File: src/design/assert_macros.svh
// assertion helpers shared by the vslw modules
`ifndef ASSERT_MACROS_SVH
`define ASSERT_MACROS_SVH

`ifndef SYNTH

// property that must hold at every clock edge out of reset
`define VSLW_ASSERT(lbl, clk, rstn, prop) \
    lbl: assert property (@(posedge clk) disable iff (!(rstn)) (prop)) \
        else $error("vslw check failed");

// antecedent implies consequent in the same cycle
`define VSLW_ASSERT_IMP(lbl, clk, rstn, ante, cons) \
    lbl: assert property (@(posedge clk) disable iff (!(rstn)) (ante) |-> (cons)) \
        else $error("vslw implication failed");

`else

`define VSLW_ASSERT(lbl, clk, rstn, prop)
`define VSLW_ASSERT_IMP(lbl, clk, rstn, ante, cons)

`endif

`endif

File: src/design/vslw_pkg.sv
package vslw_pkg;

    localparam int VEL_W  = 16;
    localparam int STEP_W = 15;
    localparam int TMO_W  = 16;
    localparam int IDLE_W = 17;
    localparam int CFG_W  = 16;
    localparam int IDX_W  = 2;

    localparam logic [STEP_W-1:0] STEP_RESET = 15'd160;
    localparam logic [TMO_W-1:0]  TMO_RESET  = 16'd0;
    localparam logic [IDLE_W-1:0] IDLE_MAX   = {IDLE_W{1'b1}};

    // register indexes on the config port
    localparam logic [IDX_W-1:0] CFG_MAX_STEP_X  = 2'd0;
    localparam logic [IDX_W-1:0] CFG_MAX_STEP_Y  = 2'd1;
    localparam logic [IDX_W-1:0] CFG_TIMEOUT     = 2'd2;

    typedef enum logic [1:0] {
        OP_SET  = 2'd0,
        OP_TICK = 2'd1,
        OP_FREE = 2'd2
    } opcode_t;

    typedef enum logic [1:0] {
        ACT_NONE   = 2'd0,
        ACT_ENABLE = 2'd1,
        ACT_BRAKE  = 2'd2
    } action_t;

    typedef struct packed {
        logic load_goal;
        logic step_en;
    } lane_ctl_t;

    typedef struct packed {
        logic       active;
        logic [1:0] power_action;
        logic       timed_out;
    } status_t;

    typedef struct packed {
        logic                    active;
        logic signed [VEL_W-1:0] velocity_x;
        logic signed [VEL_W-1:0] velocity_y;
        logic [1:0]              power_action;
        logic                    timed_out;
    } result_t;

endpackage

File: src/design/velocity_slew_limiter_watchdog_unit.sv
// channel  | direction | handshake            | payload
// ---------+-----------+----------------------+---------------------------------------------
// input    | in        | s_valid / s_ready    | s_opcode, s_target_x, s_target_y
// result   | out       | m_valid / m_ready    | m_active, m_velocity_x, m_velocity_y,
//          |           |                      | m_power_action, m_timed_out
// config   | in        | cfg_valid / cfg_ready| cfg_index, cfg_data
//
// one beat per cycle while s_ready is high; each result is registered into the m_* queue
// state update (both axis lanes and the watchdog) is done in the accepting cycle
// a two-entry output queue holds results, s_ready drops only when both entries are full
// aresetn is synchronous: config returns to max_step 160/160, timeout 0; state clears to zero
// cfg_ready is always high; a write takes effect at the next cycle

module velocity_slew_limiter_watchdog_unit (
    input  logic                              aclk,
    input  logic                              aresetn,

    input  logic                              s_valid,
    output logic                              s_ready,
    input  logic [1:0]                        s_opcode,
    input  logic signed [vslw_pkg::VEL_W-1:0] s_target_x,
    input  logic signed [vslw_pkg::VEL_W-1:0] s_target_y,

    output logic                              m_valid,
    input  logic                              m_ready,
    output logic                              m_active,
    output logic signed [vslw_pkg::VEL_W-1:0] m_velocity_x,
    output logic signed [vslw_pkg::VEL_W-1:0] m_velocity_y,
    output logic [1:0]                        m_power_action,
    output logic                              m_timed_out,

    input  logic                              cfg_valid,
    output logic                              cfg_ready,
    input  logic [vslw_pkg::IDX_W-1:0]        cfg_index,
    input  logic [vslw_pkg::CFG_W-1:0]        cfg_data
);
    import vslw_pkg::*;

    logic                    fire;
    lane_ctl_t               lane_ctl;
    status_t                 status;
    logic [STEP_W-1:0]       max_step_x, max_step_y;
    logic signed [VEL_W-1:0] ramp_x, ramp_y;
    result_t                 out_beat;

    // config writes are always taken
    assign cfg_ready = 1'b1;
    assign fire      = s_valid && s_ready;

    // watchdog, power state and register file
    vslw_ctrl u_ctrl (
        .aclk       (aclk),
        .aresetn    (aresetn),
        .fire       (fire),
        .opcode     (s_opcode),
        .cfg_we     (cfg_valid && cfg_ready),
        .cfg_index  (cfg_index),
        .cfg_data   (cfg_data),
        .lane_ctl   (lane_ctl),
        .max_step_x (max_step_x),
        .max_step_y (max_step_y),
        .status     (status)
    );

    // one slew lane per axis, same control for both
    vslw_lane u_lane_x (
        .aclk     (aclk),
        .aresetn  (aresetn),
        .ctl      (lane_ctl),
        .goal_in  (s_target_x),
        .max_step (max_step_x),
        .ramp_out (ramp_x)
    );

    vslw_lane u_lane_y (
        .aclk     (aclk),
        .aresetn  (aresetn),
        .ctl      (lane_ctl),
        .goal_in  (s_target_y),
        .max_step (max_step_y),
        .ramp_out (ramp_y)
    );

    // merge lane results with status into the output queue
    vslw_merge u_merge (
        .aclk      (aclk),
        .aresetn   (aresetn),
        .push      (fire),
        .status    (status),
        .ramp_x    (ramp_x),
        .ramp_y    (ramp_y),
        .room      (s_ready),
        .out_valid (m_valid),
        .out_ready (m_ready),
        .out_beat  (out_beat)
    );

    assign m_active       = out_beat.active;
    assign m_velocity_x   = out_beat.velocity_x;
    assign m_velocity_y   = out_beat.velocity_y;
    assign m_power_action = out_beat.power_action;
    assign m_timed_out    = out_beat.timed_out;

endmodule

File: src/design/vslw_lane.sv
`include "assert_macros.svh"

module vslw_lane (
    input  logic                             aclk,
    input  logic                             aresetn,
    input  vslw_pkg::lane_ctl_t              ctl,
    input  logic signed [vslw_pkg::VEL_W-1:0]  goal_in,
    input  logic [vslw_pkg::STEP_W-1:0]        max_step,
    output logic signed [vslw_pkg::VEL_W-1:0]  ramp_out
);
    import vslw_pkg::*;

    logic signed [VEL_W-1:0] goal_reg, goal_next;
    logic signed [VEL_W-1:0] ramp_reg, ramp_next;
    logic signed [VEL_W-1:0] ramp_step;

    logic signed [VEL_W:0] g17, c17, abs_g, abs_c, diff, lim, dclip, sum;
    logic                  same_sign;

    // one slew step toward the goal: zero when the signs differ, the goal itself when it is no farther from zero
    always_comb begin
        g17   = {goal_reg[VEL_W-1], goal_reg};
        c17   = {ramp_reg[VEL_W-1], ramp_reg};
        abs_g = goal_reg[VEL_W-1] ? -g17 : g17;
        abs_c = ramp_reg[VEL_W-1] ? -c17 : c17;
        lim   = {2'b00, max_step};
        same_sign = (!goal_reg[VEL_W-1] && !ramp_reg[VEL_W-1]) ||
                    ((goal_reg[VEL_W-1] || goal_reg == '0) &&
                     (ramp_reg[VEL_W-1] || ramp_reg == '0));
        diff = g17 - c17;
        if (diff > lim) begin
            dclip = lim;
        end else if (diff < -lim) begin
            dclip = -lim;
        end else begin
            dclip = diff;
        end
        sum = c17 + dclip;
        if (!same_sign) begin
            ramp_step = '0;
        end else if (abs_g <= abs_c) begin
            ramp_step = goal_reg;
        end else begin
            ramp_step = sum[VEL_W-1:0];
        end
    end

    always_comb begin
        goal_next = ctl.load_goal ? goal_in : goal_reg;
        ramp_next = ctl.step_en ? ramp_step : ramp_reg;
    end

    always_ff @(posedge aclk) begin
        if (!aresetn) begin
            goal_reg <= '0;
            ramp_reg <= '0;
        end else begin
            goal_reg <= goal_next;
            ramp_reg <= ramp_next;
        end
    end

    assign ramp_out = ramp_next;

    // a step never moves past the goal when signs agree
    `VSLW_ASSERT_IMP(a_no_overshoot, aclk, aresetn,
        ctl.step_en && same_sign && !goal_reg[VEL_W-1],
        ramp_step <= goal_reg)
    `VSLW_ASSERT_IMP(a_reverse_zero, aclk, aresetn,
        ctl.step_en && !same_sign, ramp_next == '0)
    `VSLW_ASSERT_IMP(a_hold_idle, aclk, aresetn,
        !ctl.step_en, ramp_next == ramp_reg)

endmodule

File: src/design/vslw_ctrl.sv
`include "assert_macros.svh"

module vslw_ctrl (
    input  logic                           aclk,
    input  logic                           aresetn,
    input  logic                           fire,
    input  logic [1:0]                     opcode,
    input  logic                           cfg_we,
    input  logic [vslw_pkg::IDX_W-1:0]     cfg_index,
    input  logic [vslw_pkg::CFG_W-1:0]     cfg_data,
    output vslw_pkg::lane_ctl_t            lane_ctl,
    output logic [vslw_pkg::STEP_W-1:0]    max_step_x,
    output logic [vslw_pkg::STEP_W-1:0]    max_step_y,
    output vslw_pkg::status_t              status
);
    import vslw_pkg::*;

    logic [STEP_W-1:0] step_x_reg, step_x_next;
    logic [STEP_W-1:0] step_y_reg, step_y_next;
    logic [TMO_W-1:0]  tmo_reg, tmo_next;
    logic              powered_reg, powered_next;
    logic [IDLE_W-1:0] idle_reg, idle_next, idle_inc;

    always_comb begin
        step_x_next = step_x_reg;
        step_y_next = step_y_reg;
        tmo_next    = tmo_reg;
        if (cfg_we) begin
            case (cfg_index)
                CFG_MAX_STEP_X: step_x_next = cfg_data[STEP_W-1:0];
                CFG_MAX_STEP_Y: step_y_next = cfg_data[STEP_W-1:0];
                CFG_TIMEOUT:    tmo_next    = cfg_data[TMO_W-1:0];
                default: ;
            endcase
        end
    end

    always_comb begin
        powered_next        = powered_reg;
        idle_next           = idle_reg;
        idle_inc            = (idle_reg == IDLE_MAX) ? idle_reg : idle_reg + 1'b1;
        lane_ctl            = '0;
        status.power_action = ACT_NONE;
        status.timed_out    = 1'b0;
        if (fire) begin
            case (opcode)
                OP_SET: begin
                    lane_ctl.load_goal = 1'b1;
                    idle_next          = '0;
                    powered_next       = 1'b1;
                    if (!powered_reg) begin
                        status.power_action = ACT_ENABLE;
                    end
                end
                OP_TICK: begin
                    if (powered_reg) begin
                        idle_next = idle_inc;
                        if (tmo_reg != '0 && idle_inc > {1'b0, tmo_reg}) begin
                            powered_next        = 1'b0;
                            status.power_action = ACT_BRAKE;
                            status.timed_out    = 1'b1;
                        end else begin
                            lane_ctl.step_en = 1'b1;
                        end
                    end
                end
                OP_FREE: begin
                    powered_next        = 1'b0;
                    status.power_action = ACT_BRAKE;
                end
                default: ;
            endcase
        end
        status.active = powered_next;
    end

    always_ff @(posedge aclk) begin
        if (!aresetn) begin
            step_x_reg  <= STEP_RESET;
            step_y_reg  <= STEP_RESET;
            tmo_reg     <= TMO_RESET;
            powered_reg <= 1'b0;
            idle_reg    <= '0;
        end else begin
            step_x_reg  <= step_x_next;
            step_y_reg  <= step_y_next;
            tmo_reg     <= tmo_next;
            powered_reg <= powered_next;
            idle_reg    <= idle_next;
        end
    end

    assign max_step_x = step_x_reg;
    assign max_step_y = step_y_reg;

    `VSLW_ASSERT_IMP(a_tmo_brakes, aclk, aresetn,
        status.timed_out, status.power_action == ACT_BRAKE && !status.active)
    `VSLW_ASSERT(a_ctl_excl, aclk, aresetn,
        !(lane_ctl.load_goal && lane_ctl.step_en))
    `VSLW_ASSERT_IMP(a_power_drop_cause, aclk, aresetn,
        $fell(powered_reg) && $past(aresetn), $past(fire))

endmodule

File: src/design/vslw_merge.sv
`include "assert_macros.svh"

module vslw_merge (
    input  logic                               aclk,
    input  logic                               aresetn,
    input  logic                               push,
    input  vslw_pkg::status_t                  status,
    input  logic signed [vslw_pkg::VEL_W-1:0]  ramp_x,
    input  logic signed [vslw_pkg::VEL_W-1:0]  ramp_y,
    output logic                               room,
    output logic                               out_valid,
    input  logic                               out_ready,
    output vslw_pkg::result_t                  out_beat
);
    import vslw_pkg::*;

    result_t    merged;
    result_t    head_reg, head_next;
    result_t    skid_reg, skid_next;
    logic [1:0] count_reg, count_next;
    logic       pop;

    // combine lane velocities with the control flags
    always_comb begin
        merged.active       = status.active;
        merged.velocity_x   = ramp_x;
        merged.velocity_y   = ramp_y;
        merged.power_action = status.power_action;
        merged.timed_out    = status.timed_out;
    end

    assign pop       = (count_reg != 2'd0) && out_ready;
    assign room      = (count_reg != 2'd2);
    assign out_valid = (count_reg != 2'd0);
    assign out_beat  = head_reg;

    always_comb begin
        head_next  = head_reg;
        skid_next  = skid_reg;
        count_next = count_reg;
        if (push && !pop) begin
            if (count_reg == 2'd0) begin
                head_next = merged;
            end else begin
                skid_next = merged;
            end
            count_next = count_reg + 2'd1;
        end else if (pop && !push) begin
            head_next  = skid_reg;
            count_next = count_reg - 2'd1;
        end else if (pop && push) begin
            if (count_reg == 2'd1) begin
                head_next = merged;
            end else begin
                head_next = skid_reg;
                skid_next = merged;
            end
        end
    end

    always_ff @(posedge aclk) begin
        if (!aresetn) begin
            count_reg <= '0;
        end else begin
            count_reg <= count_next;
        end
    end

    always_ff @(posedge aclk) begin
        head_reg <= head_next;
        skid_reg <= skid_next;
    end

    `VSLW_ASSERT(a_count_range, aclk, aresetn, count_reg != 2'd3)
    `VSLW_ASSERT_IMP(a_no_push_full, aclk, aresetn, count_reg == 2'd2, !push)
    `VSLW_ASSERT_IMP(a_push_shows, aclk, aresetn,
        $past(push) && $past(aresetn), out_valid)

endmodule
File: config.mk
export PLATFORM = sky130hd
export DESIGN_NAME = velocity_slew_limiter_watchdog_unit
export DESIGN_NICKNAME = d
export VERILOG_FILES = /design/src/design/vslw_pkg.sv /design/src/design/velocity_slew_limiter_watchdog_unit.sv /design/src/design/vslw_lane.sv /design/src/design/vslw_ctrl.sv /design/src/design/vslw_merge.sv
export VERILOG_INCLUDE_DIRS = /design/src /design/src/design
export SDC_FILE = /design/constraint.sdc
export NUM_CORES = 1
export LEC_CHECK = 0
export BUFFER_PORTS_ARGS = -buffer_cell sky130_fd_sc_hd__buf_2
export CORE_MARGIN = 5
export CORE_UTILIZATION = 65
export CTS_CLUSTER_DIAMETER = 40
export DETAILED_ROUTE_END_ITERATION = 12
export GPL_ROUTABILITY_DRIVEN = 0
export PLACE_DENSITY_LB_ADDON = 0.3
export SYNTH_ARGS = -nofsm -noshare
export SYNTH_HDL_FRONTEND = slang
export SYNTH_SLANG_ARGS = --single-unit
export TNS_END_PERCENT = 10
File: constraint.sdc
create_clock -name aclk -period 11.9 [get_ports aclk]
set_clock_uncertainty 0.05 [all_clocks]
set_input_delay 0.595 -clock aclk [delete_from_list [all_inputs] [get_ports aclk]]
set_output_delay 0.595 -clock aclk [all_outputs]
set_load 0.005 [all_outputs]
==> flow_metrics.env, run 1 <==
export IMPL_ys_types=83
export IMPL_worst_pin_slew_ns=1.32
export IMPL_post_place_ws_ns=4.30
export IMPL_leakage_nw=7.78
export IMPL_status="complete, no violations"
export IMPL_yosysMostFrequentCell="nand2_1"
export IMPL_vias=15199
export IMPL_viasPerCell=6.27
export IMPL_synth_edff_count=72
export IMPL_num_rows=58
export IMPL_rsz0062_at_grt="no"
export IMPL_wl_per_cell_microns=18.7
export IMPL_cts_tree="built"
export IMPL_critical_path_arrival_ns=8.06
export IMPL_finalHoldViolCount=0
export IMPL_dpl_hpwl_microns=34500
export IMPL_maxCapViolCount=0
export IMPL_cpMostUsedCell="o21ai_0"
export IMPL_portBuffers=94
export IMPL_synth_common_cells="294 x nand2_1, 188 x ha_1, 130 x dfxtp_1, 128 x nor2_1, 122 x inv_1"
export IMPL_cts_root_buf="clkbuf_16"
export IMPL_hold_class="in -> reg"
export IMPL_syn_inst=2006
export IMPL_synth_largest_area_cell="dfxtp_1"
export IMPL_drtIter0Drc=1218
export IMPL_cts_htree_levels=1
export IMPL_grt_pass1_wl_microns=73200
export IMPL_initial_core_util=0.657
export IMPL_p_per_area_nw_per_um2=174
export IMPL_cts_sinks=202
export IMPL_grt_max_degree=102
export IMPL_grt_ovfl_total=0
export IMPL_ir_worst_vdd_uv=201
export IMPL_ant_nets=0
export IMPL_synth_area_leaders="dfxtp_1 16%, ha_1 14%, edfxtp_1 13%"
export IMPL_yosysWarnings=0
export IMPL_crit_required_ns=12.18
export IMPL_setup_viol=0
export IMPL_end_kind="flip-flop"
export IMPL_synth_ff_type="dfxtp_1"
export IMPL_layout_drive_gt1_share=0.0969
export IMPL_syn2layout_area_growth_pct=10.4
export IMPL_timing_setup_tns_ns=0
export IMPL_coreArea_sq_um=25000
export IMPL_die_w_microns=169
export IMPL_diodes=0
export IMPL_async_flop_share=0
export IMPL_fmax_mhz=129
export IMPL_path_clk_slew_ns=0.06
export IMPL_yosysSeqAreaShare=0.290
export IMPL_period_needed_ns=7.78
export IMPL_yosysTopAreaCellShare=0.158
export IMPL_globalRouteTotalUtil=0.308
export IMPL_grt_antenna_before_repair=0
export IMPL_cts_setup_buffers=0
export IMPL_cts_resized=0
export IMPL_worst_slew_margin_rel=0.120
export IMPL_num_io_pins=96
export IMPL_routed_wl_microns=45300
export IMPL_start_kind="flip-flop"
export IMPL_period_share=0.654
export IMPL_slowest_delay_ns=0.59
export IMPL_setup_ws_ns=4.12
export IMPL_synth_area_per_cell_sq_um=8.20
export IMPL_path_class="reg -> reg"
export IMPL_ys_seq_elements=202
export IMPL_cts_hold_buf=0
export IMPL_final_nets=2322
export IMPL_clockBufferDepth=3
export IMPL_die_y_microns=169
export IMPL_drc=0
export IMPL_worstPathMaxFanout=18
export IMPL_report_final_slew_viol_count=0
export IMPL_cts_buffers=29
export IMPL_dieArea_sq_um=28600
export IMPL_insertion_delay_ns=0.58
export IMPL_finalHoldWorstSlack_ns=0.215
export IMPL_slowest_stage="a311o_1"
export IMPL_syn_area_sq_um=16500
export IMPL_firstDrtPassIters=7
export IMPL_first_global_vias=15151
-- layout make-up --
cell class / count / area [sq um]
clock inverter: 18 / 198
inverter: 122 / 458
timing repair buffer: 105 / 553
fill: 1953 / 6880
sequential: 202 / 4760
multi-input combinational: 1613 / 11000
tap: 330 / 413
clock buffer: 36 / 793
-- metal layers --
layer | vias to the layer above | GRT usage | part of all wire
li1 | 7293 | - | -
met1 | 7082 | 0.346 | 0.38
met2 | 606 | 0.553 | 0.49
met3 | 218 | 0.0404 | 0.056
met4 | 0 | 0.186 | 0.068
met5 | - | 0 | 0
-- cells by family (layout without fill, tap and decap cells) --
logic type / count (synthesis) / after routing / share of synthesized area
muxes: 47 / 47 / 0.0303
AOI/OAI and AO/OA: 536 / 536 / 0.217
adders and majority gates: 193 / 193 / 0.149
buffers and inverters: 194 / 281 / 0.0455
xor gates and xnor gates: 134 / 134 / 0.0713
and+or+nand+nor: 698 / 698 / 0.198
other: 2 / 5 / 0.000457
DFF: 202 / 202 / 0.290
-- cells in the final DEF, fill, tap and decap left out, types with 85 or more instances in the layout --
cell type / synthesis / layout
a21boi_0: 85 / 85
a21oi_1: 113 / 113
buf_2: 6 / 94
dfxtp_1: 130 / 130
ha_1: 188 / 188
inv_1: 122 / 122
nand2_1: 294 / 294
nor2_1: 128 / 127
o21ai_0: 107 / 106
xnor2_1: 116 / 116
-- report_power, final --
group | leakage [nW] | switching [mW] | internal (mW)
logic | 5.52 | 0.835 | 0.540
clock network | 0.492 | 0.346 | 0.527
registers | 1.76 | 0.0489 | 0.868
-- worst max-delay path, delay by kind of cell, from the launching register on --
| family | cells | cell delay, ns |
|---|---|---|
| flip-flops | 1 | 0.46 |
| AND/OR/NAND/NOR | 5 | 1.09 |
| AO/OA/AOI/OAI | 15 | 4.04 |
| adder cells (fa/ha/maj) | 3 | 1.08 |
| multiplexers | 1 | 0.35 |
| XOR/XNOR | 1 | 0.23 |
| buffers and inverters | 2 | 0.24 |
-- worst paths after layout --
check                                           from              endpoint  slack, ns  cells after the start
worst min register to register    u_ctrl.tmo_reg[13]    u_ctrl.tmo_reg[13]       0.44                      2
worst min-delay path                   s_target_y[2]  u_lane_y.goal_reg[2]       0.22                      3
worst max-delay path            u_lane_y.ramp_reg[1]  u_merge.out_beat[15]       4.12                     27
worst max register to register  u_lane_y.ramp_reg[1]  u_merge.out_beat[15]       4.12                     27
-- through the flow --
| step | utilization | power (mW) | cells | instance area, sq um |
|---|---|---|---|---|
| floorplan | - | 1.90 | 2009 | 16500 |
| global placement | 0.686 | 2.23 | 2372 | 17200 |
| detailed placement | 0.686 | 2.28 | 2372 | 17200 |
| CTS | 0.725 | 3.15 | 2426 | 18200 |
| global route | 0.725 | 3.36 | 2426 | 18200 |
| finish | 0.725 | 3.16 | 2426 | 18200 |
(Power assumes the default switching activity.)
==> run 2, diff against run 1 <==
--- a/config.mk
+++ b/config.mk
@@ -8,7 +8,7 @@
 export LEC_CHECK = 0
 export BUFFER_PORTS_ARGS = -buffer_cell sky130_fd_sc_hd__buf_2
 export CORE_MARGIN = 5
-export CORE_UTILIZATION = 65
+export CORE_UTILIZATION = 57
 export CTS_CLUSTER_DIAMETER = 40
 export DETAILED_ROUTE_END_ITERATION = 12
 export GPL_ROUTABILITY_DRIVEN = 0
==> constraint.sdc (replaced) <==
create_clock -name aclk -period 6.8 [get_ports aclk]
set_clock_uncertainty 0.05 [all_clocks]
set_input_delay 0.34 -clock aclk [delete_from_list [all_inputs] [get_ports aclk]]
set_output_delay 0.34 -clock aclk [all_outputs]
set_load 0.005 [all_outputs]
==> flow_metrics.env, run 2 (synthesis gave the netlist of run 1 again) <==
export IMPL_crit_family="compound AO/OA/AOI/OAI gates"
export IMPL_finalHoldViolCount=0
export IMPL_post_place_cells=2480
export IMPL_leakage_nw=8.32
export IMPL_dpl_hpwl_microns=35600
export IMPL_hold_class="in -> reg"
export IMPL_worst_slew_margin_rel=0.112
export IMPL_cts_root_buf="clkbuf_16"
export IMPL_finalHoldWorstSlack_ns=0.0155
export IMPL_ant_nets=0
export IMPL_viasPerCell=6.01
export IMPL_grt_ovfl_total=0
export IMPL_portBuffers=94
export IMPL_final_nets=2423
export IMPL_design_area_sq_um=19300
export IMPL_final_common_cell="nand2_1"
export IMPL_status="complete, no violations"
export IMPL_cts_buffers=31
export IMPL_p_per_area_nw_per_um2=297
export IMPL_crit_required_ns=7.04
export IMPL_diodes=0
export IMPL_setup_viol=0
export IMPL_die_y_microns=180
export IMPL_critical_path_arrival_ns=6.82
export IMPL_clockBufferDepth=3
export IMPL_worst_pin_slew_ns=1.33
export IMPL_globalRouteTotalUtil=0.274
export IMPL_start_kind="flip-flop"
export IMPL_path_clk_slew_ns=0.06
export IMPL_first_global_vias=15058
export IMPL_insertion_delay_ns=0.55
export IMPL_wl_per_cell_microns=18.3
export IMPL_instances_no_fill=2582
export IMPL_period_needed_ns=6.58
export IMPL_coreArea_sq_um=28600
export IMPL_cts_tree="built"
export IMPL_firstDrtPassIters=5
export IMPL_end_kind="flip-flop"
export IMPL_routed_wl_microns=47200
export IMPL_slowest_stage="fa_2"
export IMPL_ir_worst_vdd_uv=270
export IMPL_dpl_instance_area_sq_um=17700
export IMPL_layout_drive_gt1_share=0.150
export IMPL_dieArea_sq_um=32400
export IMPL_initial_core_util=0.575
export IMPL_worstPathMaxFanout=12
export IMPL_num_io_pins=96
export IMPL_num_rows=62
export IMPL_maxCapViolCount=0
export IMPL_syn2layout_area_growth_pct=17.3
export IMPL_grt_antenna_before_repair=0
export IMPL_final_cell_mix="294 x nand2_1, 184 x ha_1, 127 x nor2_1, 126 x dfxtp_1, 120 x inv_1"
export IMPL_path_buf_inv=3
export IMPL_post_place_ws_ns=-0.0511
export IMPL_timing_setup_tns_ns=0
export IMPL_report_final_slew_viol_count=0
export IMPL_final_core_util=0.674
export IMPL_drc=0
export IMPL_cts_sinks=202
export IMPL_cts_htree_levels=1
export IMPL_path_class="reg -> reg"
export IMPL_totalPowerFinal_mw=5.73
export IMPL_drtIter0Drc=1041
export IMPL_grt_max_degree=101
export IMPL_fillers=2292
export IMPL_slowest_delay_ns=0.43
export IMPL_period_share=0.968
export IMPL_setup_ws_ns=0.218
export IMPL_grt_pass1_wl_microns=74600
export IMPL_die_w_microns=180
export IMPL_vias=15529
export IMPL_fmax_mhz=152
## run 2: worst register-to-register path, delay by kind of cell (launching register included)
| family | cells | cell delay (ns) |
|---|---|---|
| flip-flops | 1 | 0.34 |
| multiplexers | 1 | 0.34 |
| adder cells (fa/ha/maj) | 4 | 1.37 |
| XOR/XNOR | 1 | 0.14 |
| AO/OA/AOI/OAI | 13 | 2.90 |
| buffers and inverters | 3 | 0.37 |
| AND/OR/NAND/NOR | 6 | 0.84 |
## run 2: final timing paths
path / start / end / slack [ns] / cells after the start
setup reg to reg: u_lane_y.goal_reg[0] / u_merge.out_beat[18] / 0.22 / 28
hold reg to reg: u_lane_y.goal_reg[0] / u_lane_y.goal_reg[0] / 0.44 / 2
setup / recovery: u_lane_y.goal_reg[0] / u_merge.out_beat[18] / 0.22 / 28
hold / removal: s_target_x[12] / u_lane_x.goal_reg[12] / 0.02 / 3
## run 2: where the power goes
group          internal [mW]  switching, mW  total [mW]
clock                  0.852          0.604        1.46
sequential              1.52         0.0804        1.60
combinational           1.12           1.56        2.68
total                   3.49           2.24        5.73
## run 2: area by class of cell
| type | count | area [sq um] | area share |
|---|---|---|---|
| clock buffer | 37 | 798 | 0.0414 |
| clock inverter | 20 | 156 | 0.00810 |
| inverter | 122 | 458 | 0.0237 |
| multi-input combinational | 1613 | 11300 | 0.583 |
| sequential | 202 | 4770 | 0.247 |
| tap | 384 | 480 | 0.0249 |
| timing repair buffer | 204 | 1380 | 0.0716 |
## run 2: timing repair
item	CTS	global route
pin swaps	1	38
setup endpoints to repair	5	40
hold buffers	24	0
buffers inserted	1	19
gates resized for setup	2	73
endpoints found under the hold margin	24	0
gates cloned	0	1
## run 2: routing by layer
metal,GRT usage,part of all wire
met4,0.119,0.051
met1,0.320,0.40
met2,0.503,0.50
met5,0,0
met3,0.0338,0.051
